$ cat src/design/mhpq_pkg.sv
`timescale 1ns / 1ps
`default_nettype none

package mhpq_pkg;

  localparam int DEFAULT_HEAP_DEPTH = 1024;
  localparam int VAL_W = 32;
  localparam int COUNT_OUT_W = 11;
  localparam int STATUS_W = 2;

  localparam logic REQ_INSERT = 1'b0;
  localparam logic REQ_DELETE = 1'b1;

  localparam logic [STATUS_W-1:0] ST_OK = 2'd0;
  localparam logic [STATUS_W-1:0] ST_FULL = 2'd1;
  localparam logic [STATUS_W-1:0] ST_EMPTY = 2'd2;

  typedef struct packed {
    logic ld_ins;
    logic ld_del;
    logic rej_full;
    logic rej_empty;
    logic up_rd;
    logic up_move;
    logic up_place;
    logic dn_key;
    logic dn_rd;
    logic dn_move;
    logic dn_place;
    logic out_load;
  } cmd_t;

  typedef struct packed {
    logic full;
    logic empty;
    logic at_root;
    logic parent_less;
    logic has_child;
    logic child_greater;
    logic count_zero;
    logic out_free;
  } stat_t;

endpackage

`default_nettype wire

$ cat src/design/mhpq_ctrl.sv
`timescale 1ns / 1ps
`default_nettype none

module mhpq_ctrl (
  input  wire logic          clk,
  input  wire logic          rst,
  input  wire logic          in_valid,
  output logic               in_stall,
  input  wire logic          req_type,
  input  wire mhpq_pkg::stat_t st,
  output mhpq_pkg::cmd_t     cmd
);
  import mhpq_pkg::*;

  typedef enum logic [6:0] {
    S_IDLE      = 7'b0000001,
    S_UP_RD     = 7'b0000010,
    S_UP_CMP    = 7'b0000100,
    S_LAST_WAIT = 7'b0001000,
    S_DN_RD     = 7'b0010000,
    S_DN_CMP    = 7'b0100000,
    S_DONE      = 7'b1000000
  } state_t;

  state_t state;
  state_t state_next;

  always_ff @(posedge clk) begin
    if (rst) begin
      state <= S_IDLE;
    end else begin
      state <= state_next;
    end
  end

  assign in_stall = (state != S_IDLE);

  always_comb begin
    cmd = '0;
    state_next = state;
    case (state)
      S_IDLE: begin
        if (in_valid) begin
          if (req_type == REQ_INSERT) begin
            if (st.full) begin
              cmd.rej_full = 1'b1;
              state_next = S_DONE;
            end else begin
              cmd.ld_ins = 1'b1;
              state_next = S_UP_RD;
            end
          end else begin
            if (st.empty) begin
              cmd.rej_empty = 1'b1;
              state_next = S_DONE;
            end else begin
              cmd.ld_del = 1'b1;
              state_next = S_LAST_WAIT;
            end
          end
        end
      end
      S_UP_RD: begin
        if (st.at_root) begin
          cmd.up_place = 1'b1;
          state_next = S_DONE;
        end else begin
          cmd.up_rd = 1'b1;
          state_next = S_UP_CMP;
        end
      end
      S_UP_CMP: begin
        if (st.parent_less) begin
          cmd.up_move = 1'b1;
          state_next = S_UP_RD;
        end else begin
          cmd.up_place = 1'b1;
          state_next = S_DONE;
        end
      end
      S_LAST_WAIT: begin
        if (st.count_zero) begin
          state_next = S_DONE;
        end else begin
          cmd.dn_key = 1'b1;
          state_next = S_DN_RD;
        end
      end
      S_DN_RD: begin
        if (st.has_child) begin
          cmd.dn_rd = 1'b1;
          state_next = S_DN_CMP;
        end else begin
          cmd.dn_place = 1'b1;
          state_next = S_DONE;
        end
      end
      S_DN_CMP: begin
        if (st.child_greater) begin
          cmd.dn_move = 1'b1;
          state_next = S_DN_RD;
        end else begin
          cmd.dn_place = 1'b1;
          state_next = S_DONE;
        end
      end
      S_DONE: begin
        if (st.out_free) begin
          cmd.out_load = 1'b1;
          state_next = S_IDLE;
        end
      end
      default: begin
        state_next = S_IDLE;
      end
    endcase
  end

endmodule

`default_nettype wire

$ cat config.mk
export PLATFORM = sky130hd
export DESIGN_NAME = mhpq_ctrl
export DESIGN_NICKNAME = d
export VERILOG_FILES = /design/src/design/mhpq_pkg.sv /design/src/design/mhpq_ctrl.sv
export SDC_FILE = /design/constraint.sdc
export NUM_CORES = 1
export LEC_CHECK = 0
export ABC_AREA = 1
export CAP_MARGIN = 40
export CORE_AREA = 2 2 39 41
export CTS_BUF_LIST = sky130_fd_sc_hd__clkbuf_8
export DETAILED_ROUTE_END_ITERATION = 8
export DIE_AREA = 0 0 41 43
export DONT_BUFFER_PORTS = 1
export GPL_ROUTABILITY_DRIVEN = 0
export HOLD_SLACK_MARGIN = 0.1
export MAX_ROUTING_LAYER = met4
export PLACE_DENSITY = 0.56
export SLEW_MARGIN = 20
export SYNTH_ARGS = -nofsm -noshare
export SYNTH_HDL_FRONTEND = slang
export SYNTH_SLANG_ARGS = --single-unit
$ cat constraint.sdc
create_clock -name clk -period 3.9 [get_ports clk]
set_input_delay 0.975 -clock clk [delete_from_list [all_inputs] [get_ports clk]]
set_output_delay 0.975 -clock clk [all_outputs]
set_load 0.05 [all_outputs]
==> results by stage, run 1 <==
Status:
- The flow ran to the end, and the final reports show no timing, DRC or antenna violations.

Floorplan:
- The count of pins on the block boundary is 25.
- The floorplan step defined a die boundary enclosing about 0.0018 mm2.
- Measured along the y axis, the die boundary spans 43 um.
- The die is 41 um wide.
- The area inside the core boundary is 0.00138 mm2.
- After floorplanning, the core was divided into 14 placement rows.
- The starting density of the core is 37.0%.

Yosys:
- After Yosys synthesis, XOR and XNOR cells account for 0% of the synthesized area.
- Yosys printed 0 warnings.
- The count of unique library cells instantiated by Yosys is 17.
- The mux cell area share after synthesis is 0%.
- Of the total synthesized cell area, the portion taken by AND, OR, NAND and NOR gates is approximately 54%.
- After synthesis, the largest family of logic cells by area is simple AND/OR/NAND/NOR gates.
- The total nets after synthesis is just under 100.
- The cell count after synthesis came out at 87.
- The post-synthesis adder-cell area fraction is 0%.
- The post-synthesis average cell area is 5.88 um2.
- The synthesized netlist occupies a cell area of 512 um2.
- The post-synthesis sequential area ratio is 27.4%.
- The synthesis-stage register bit count is 7.
- The fraction of the mapped netlist area in compound gates is 7.09%.

CTS:
- Clock tree synthesis inserted a total of 3 buffers.
- The clock passes through at most 2 buffers.
- After clock tree synthesis, the clock-pin slew on the worst setup and hold paths is 0.04 ns.
- CTS built an H-tree with a depth of 1.
- The number of sinks handled by clock tree synthesis is 7.
- Post-CTS repair changed the size of 0 cells.
- The clock latency reported for the late side of the worst-skew pair is roughly 0.22 ns.
- The root buffer cell is clkbuf_8.
- The number of setup buffers added after CTS is 0.
- After clock tree synthesis, the flow added hold-fix buffers numbering 0.
- The CTS tree is yes.

Job:
- The tool flagged a number of max-cap violations equal to 0.

STA:
- The count of endpoints failing hold in the final timing report is 0.
- Based on the critical path, the design can be clocked at up to 351 MHz.
- The final sum of negative setup slack is 0 ns.
- The clock skew after layout is 0.000655 ns.
- The slew at the pin closest to its max-slew limit is between 0.8 and 0.9 ns.
- The count of endpoints failing setup in the final report is 0.
- The number of max-slew violations in the final report is 0.
- Setup repair after global routing left no endpoint under its margin.
- After layout, the worst path uses 73.1% of the clock period.
- The smallest clock period supported by the final layout is computed as 2.85 ns.
- The normalized max-slew margin is approximately two fifths.

Placement:
- The placed wire-length estimate is about 1.1 mm.
- In this run the tool buffered the top-level ports with 0 buffer cells.
- Once placement finished, the instance area stood at approximately 590 um2.

Critical path:
- The worst setup path is launched from a flip-flop.
- The critical path goes through nor3_4 -> nand2_1 -> nor2_1.
- On the critical path, the stage with the largest delay is an instance of nor2_1.
- The data required time of the worst path is around 3 ns.
- The worst setup path is of the flip-flop to primary output kind.
- The setup slack of the worst register-to-register path is between 2 and 2.5 ns.
- The maximum net fanout on the critical path is 9.
- The arrival time at the worst endpoint is between 1.5 and 2 ns.
- The worst stage delay on the critical path is 0.71 ns.
- The kind of capture point of the worst setup path is a primary output.

Power and ir drop:
- The analysis attributes to cell leakage a power of roughly 0.31 nW.
- The net switching power of the design is 0.0877 mW.
- Per report_power, the sequential group accounts for about a third of the total.
- The share of total power dissipated in the clock network is between 30 and 40%.
- The power density normalized to cell area is 396 mW/mm2.
- The cell-internal power is 0.163 mW.
- The switching portion of total power is roughly a third.
- The share of power burned in combinational logic is ~29%.
- VDD sags by at most about 0.00036 V.

GRT:
- The via count of the first global-routing pass is 556.
- The initial antenna violation count came to 0.
- In the global route stage, overall resource usage came out at 18.7%.
- Entering global routing, the biggest net connects 10 pins.
- The wire length of the first global-routing pass is approximately 2.2 mm.
- Summed over all layers, the global routing overflow is 0.

Route:
- After detailed routing, the average wire length per cell comes to 11.0 um.
- The total length of routed wires is 1.27 mm.
- The count of nets left with antenna violations once routing finished came out at 0.
- In the routed layout, each cell is associated on average with a via count of a little under 5.
- The routed layout has 570 vias.
- The number of search-and-repair iterations in the first detailed-routing pass is 4.
- The first-iteration detailed-routing DRC count is 6.
- The remaining routing DRC violations is 0.

Cells and area:
- The final layout contains 113 nets.
- The final cell area excluding filler cells is 633 um2.
- The flip-flop count of the largest register, all copies and words added is 7.
- Counting the fill cells in the layout gives 160.
- The largest registers in the layout are state: 7 flops.
- Counting flops per register, the top entry is state.
- The synthesis-to-finish area growth is 23.7%.
- Of the cells placed in the final design, the portion with a size suffix greater than 1 is 14.0%.
- The count of antenna diodes in the layout is 0.

Hold path:
- The worst hold path class is flip-flop to flip-flop.
-- synth_stat cells --
library cell / number / area [um2]
o21ai_0: 1 / 5.00
nor2_1: 20 / 75.1
nand2_4: 1 / 11.3
o21ba_2: 1 / 10.0
nand3_1: 7 / 35.0
nand3b_1: 2 / 15.0
inv_1: 14 / 52.6
o21a_1: 1 / 7.51
buf_4: 1 / 7.51
nor3_4: 1 / 16.3
nand4_1: 2 / 12.5
a21oi_2: 1 / 8.76
dfxtp_1: 7 / 140
nor3_1: 3 / 15.0
o21ai_1: 1 / 5.00
nand2_1: 22 / 82.6
nor4_1: 2 / 12.5
-- cell usage in the layout (no fill, tap or decap), drive strengths merged, types with 3 or more instances in the layout --
master,instances
dfxtp,7
nand2,23
nand3,7
clkbuf,3
nor3,4
inv,15
buf,10
nor2,20
-- critical path: cells and delay by family (launching register included) --
| family | cells | cell delay (ns) |
|---|---|---|
| DFF | 1 | 0.36 |
| and+or+nand+nor | 3 | 1.30 |
-- kinds of logic (layout without fill, tap and decap cells) --
group                  after synthesis  in the layout
and+or+nand+nor                     60             60
buffers and inverters               15             28
DFF                                  7              7
AOI/OAI and AO/OA                    5              5
-- power groups by stage --
stage,logic (mW),clock network (mW),registers [mW]
final,0.0729,0.0982,0.0795
after global routing,0.0803,0.104,0.0801
after CTS,0.0735,0.0993,0.0794
after detailed placement,0.0731,0,0.0807
after global placement,0.0720,0,0.0805
after floorplan,0.0612,0,0.0801
-- routing by layer --
metal | GRT usage [%] | share of wire (%)
met1 | 20.0 | 44
met2 | 29.4 | 49
met3 | 5.76 | 5.7
met4 | 10.0 | 1.5
met5 | - | 0
-- final cells by class --
cell class	instances	area, um2	share of cell area, %
Clock inverter	1	3.75	0.593
Inverter	14	52.6	8.30
Timing Repair Buffer	10	63.8	10.1
Tap cell	16	20.0	3.16
Multi-Input combinational cell	65	312	49.2
Sequential cell	7	140	22.1
Clock buffer	3	41.3	6.52
-- through the flow --
stage / setup slack, ns / utilization, % / total power, mW / std cells / hold WS (ns)
final: 1.05 / 45.8 / 0.251 / 116 / 0.629
after global routing: 0.909 / 45.8 / 0.264 / 116 / 0.675
after CTS: 1.03 / 45.8 / 0.252 / 116 / 0.624
after detailed placement: 1.23 / 42.5 / 0.154 / 112 / 0.619
after global placement: 1.21 / 40.1 / 0.153 / 106 / 0.610
after floorplan: 0.736 / - / 0.141 / 87 / 0.565
-- worst paths after layout --
path	from	end	cells after the start
setup / recovery	state[4]$_SDFFE_PP0P_	cmd[7]	3
hold / removal	state[6]$_SDFFE_PP0P_	state[6]$_SDFFE_PP0P_	2
setup reg to reg	state[3]$_SDFFE_PP0P_	state[6]$_SDFFE_PP0P_	9
hold reg to reg	state[6]$_SDFFE_PP0P_	state[6]$_SDFFE_PP0P_	2
Power figures use the tool's default switching activity.
==> inputs of run 2 (changes only) <==
clock period = 2.83 ns   (was 3.9 ns; I/O delays follow)
==> run 2 against run 1 <==
  * Sequential share of layout area is 0.39 points lower
  * Power is 38% higher
  * Sequential power is 38% higher
  * Worst hold slack worse by 0.089 ns
  * Register-to-register slack worse by 1.1 ns
  * Routed wire length is 4.6% lower
  * Combinational power is 37% higher
  * Global-route usage is 1.6 points lower
  * Critical path depth is 3 higher
  * Critical endpoint is now cmd[10]
==> results by stage, run 2 (synthesis gave the netlist of run 1 again) <==
Power and ir drop:
- The leakage power total is 0.327 nW (+4.1%).
- The power density normalized to cell area came to 537 mW/mm2 (+36%).
- The worst IR drop on VDD came to 0.000324 V (-10%).

Floorplan:
- The starting density of the core is 37.0% (unchanged).
- The floorplan row count came to 14 (unchanged).
- The count of pins on the block boundary was 25 (unchanged).
- The height of the die is 43 um (unchanged).
- The die outline area is 0.00176 mm2 (unchanged).
- The die width was 41 um (unchanged).
- The area inside the core boundary came to 0.00138 mm2 (unchanged).

Cells and area:
- The synthesis-to-finish area growth is 25.9%.
- The final cell area excluding filler cells is 644 um2 (+1.8%).
- The register ranked first by flip-flop count is state.
- The top cell types in the final layout, fill and taps aside, are nand2_1 (22), nor2_1 (20), inv_1 (15), buf_4 (10).
- The utilization after layout is 46.6% (+0.81 points).
- The library cell used most frequently in the layout, excluding fill and tap cells, is nand2_1.
- The count of antenna diodes in the layout is 0 (unchanged).
- The final-stage net count is 113 (unchanged).
- The fraction of final layout cells sized beyond drive strength 1 is 17.0% (+3.0 points).
- In the final layout, the registers with the most flip-flops are state: 7 flops.
- The flip-flop count of the largest register, all copies and words added is 7 (unchanged).

STA:
- Counting I/O delays and the setup requirement, the final critical path takes 2.31 ns.
- The slew at the pin closest to its max-slew limit is 0.521 ns (-0.363 ns).
- The count of endpoints failing setup in the final report is 0 (unchanged).
- The normalized max-slew margin is 65.2% (+24 points).
- The clock skew after layout is 0.000463 ns (-0.000192 ns).
- Setup repair after global routing left no endpoint under its margin.
- Derived from the worst setup path, the maximum achievable clock frequency is 434 MHz.
- The final worst-path setup slack came to 0.525 ns (-0.522 ns).
- The count of endpoints failing hold in the final timing report is 0 (unchanged).
- The number of max-slew violations in the final report is 0 (unchanged).
- After layout, the worst path uses between 80% and 90% of the clock period.
- The final sum of negative setup slack is 0 ns (unchanged).

CTS:
- The clock latency reported for the late side of the worst-skew pair is 0.22 ns (about the same).
- CTS placed an instance of clkbuf_8 at the clock tree root.
- The hold buffer count at CTS was 0 (unchanged).
- The maximum buffer depth of the clock tree is 2 (unchanged).
- The clock transition at the registers of the reported paths was 0.04 ns (about the same).
- The number of H-tree branching levels was 1 (unchanged).
- The total CTS buffers is 3 (unchanged).
- The CTS tree is yes.
- The number of sinks handled by clock tree synthesis came to 7 (unchanged).
- The number of setup buffers added after CTS is 0 (unchanged).
- The number of resized instances in the post-cts repair step is 0 (unchanged).

Hold path:
- The hold path depth is 1 (-1).
- The startpoint of the lowest-slack hold path is rst.
- The end point of the most critical hold path is state[6]$_SDFFE_PP0P_.
- In this run the worst hold path is classified as primary input to flip-flop.

Placement:
- The placed wire-length estimate is 1.01 mm (-6.0%).
- The instance area at placement is 599 um2 (+1.9%).
- The worst setup timing slack at the placement stage was 0.755 ns (-0.473 ns).
- The number of port buffers is 0 (unchanged).

Route:
- The number of nets still failing antenna checks after routing is 0 (unchanged).
- The via density per instance is 4.81 (-2.1%).
- The average routed wire per standard cell is 10.5 um (-4.6%).
- The total length of routed wires came to 1.21 mm (-4.6%).
- The first-iteration detailed-routing DRC count is 8 (+2).
- The remaining routing DRC violations is 0 (unchanged).
- The number of search-and-repair iterations in the first detailed-routing pass is 4 (unchanged).
- The overall via count from detail_route is 558 (-2.1%).

Critical path:
- The setup slack of the worst register-to-register path is 1.15 ns (-1.06 ns).
- The worst stage delay on the critical path came to 0.31 ns (-0.40 ns).
- The maximum net fanout on the critical path was 5 (-4).
- The worst register-to-register path ends at state[6]$_SDFFE_PP0P_.
- Among all stages on the critical path, the largest delay is contributed by dfxtp_1.
- STA classifies the critical path endpoint as a primary output.
- The worst flop-to-flop path startpoint is state[3]$_SDFFE_PP0P_.
- The arrival time at the worst endpoint came to 1.60 ns (-0.28 ns).
- The type of origin of the critical path is a flip-flop.
- The critical path in this run is classified as flip-flop to primary output.
- The number of cells on the worst reg-to-reg path came to 9 (unchanged).
- The data required time of the worst path is 2.12 ns (-0.80 ns).
- Traced cell by cell, the critical path runs through inv_1 -> nand2_1 -> nor2_1 -> nand3_1 -> nor3_1 -> buf_4.

GRT:
- The global routing usage on met3 came to 5.76% (unchanged).
- The met2 track demand over resource in global routing was 24.1% (-5.3 points).
- In this run the most used layer during global routing was met2.
- The wire length of the first global-routing pass is 1.95 mm (-10%).
- The pin count of the biggest net entering global routing is 10 (unchanged).
- The via count of the first global-routing pass came to 486 (-13%).
- The met1 track utilization from global routing is 21.4% (+1.4 points).
- The remaining global-route overflow is 0 (unchanged).
- The initial antenna violation count is 0 (unchanged).
- The total global routing track utilization came to 17.1% (-1.6 points).

Job:
- The max-cap check violation count is 0 (unchanged).

Status:
- The flow ran to the end, and the final reports show no timing, DRC or antenna violations.
==> run 2: changes by cell type in the layout (fill, tap and decap cells not counted) <==
cell   delta
buf_4     +3
buf_1     -3
==> run 2: layout make-up <==
cell class / instances / area, um2
clock inverters: 1 / 3.75
multi-input cells: 65 / 312
repair buffers: 10 / 75.1
flip-flops and latches: 7 / 140
inverters: 14 / 52.6
fillers: 146 / 739
clock buffers: 3 / 41.3
well taps: 16 / 20.0
==> run 2: metal layers <==
| metal | up-vias | wire length [um] |
|---|---|---|
| li1 | 304 | - |
| met1 | 232 | 537 |
| met2 | 20 | 575 |
| met3 | 2 | 85 |
| met4 | 0 | 15 |
| met5 | - | 0 |
==> run 2: through the flow <==
step                      total power, mW  cells  hold WS [ns]
after floorplan                     0.195     87         0.565
after global placement              0.211    112         0.614
after detailed placement            0.212    112         0.618
after CTS                           0.347    116         0.540
after global routing                0.366    116         0.531
final                               0.346    116         0.541
==> run 2: worst max path at each step <==
stage	start	endpoint	cells past startpoint
2_1_floorplan	state[4]$_SDFFE_PP0P_	cmd[10]	3
3_5_place_dp	state[3]$_SDFFE_PP0P_	cmd[9]	6
3_3_place_gp	state[3]$_SDFFE_PP0P_	cmd[10]	6
6_report	state[3]$_SDFFE_PP0P_	cmd[10]	6
5_1_grt	state[4]$_SDFFE_PP0P_	cmd[9]	4
4_1_cts	state[3]$_SDFFE_PP0P_	cmd[9]	6
==> run 2: worst max-delay path, delay by kind of cell, from the launching register on <==
family / cells / cell delay [ns]
buffers and inverters: 2 / 0.29
and+or+nand+nor: 4 / 0.77
DFF: 1 / 0.31
==> run 2: where the power goes <==
group / total, mW / switching (mW) / internal [mW]
clock network: 0.136 / 0.0420 / 0.0936
logic: 0.100 / 0.0738 / 0.0265
registers: 0.110 / 0.00493 / 0.105
total: 0.346 / 0.121 / 0.225
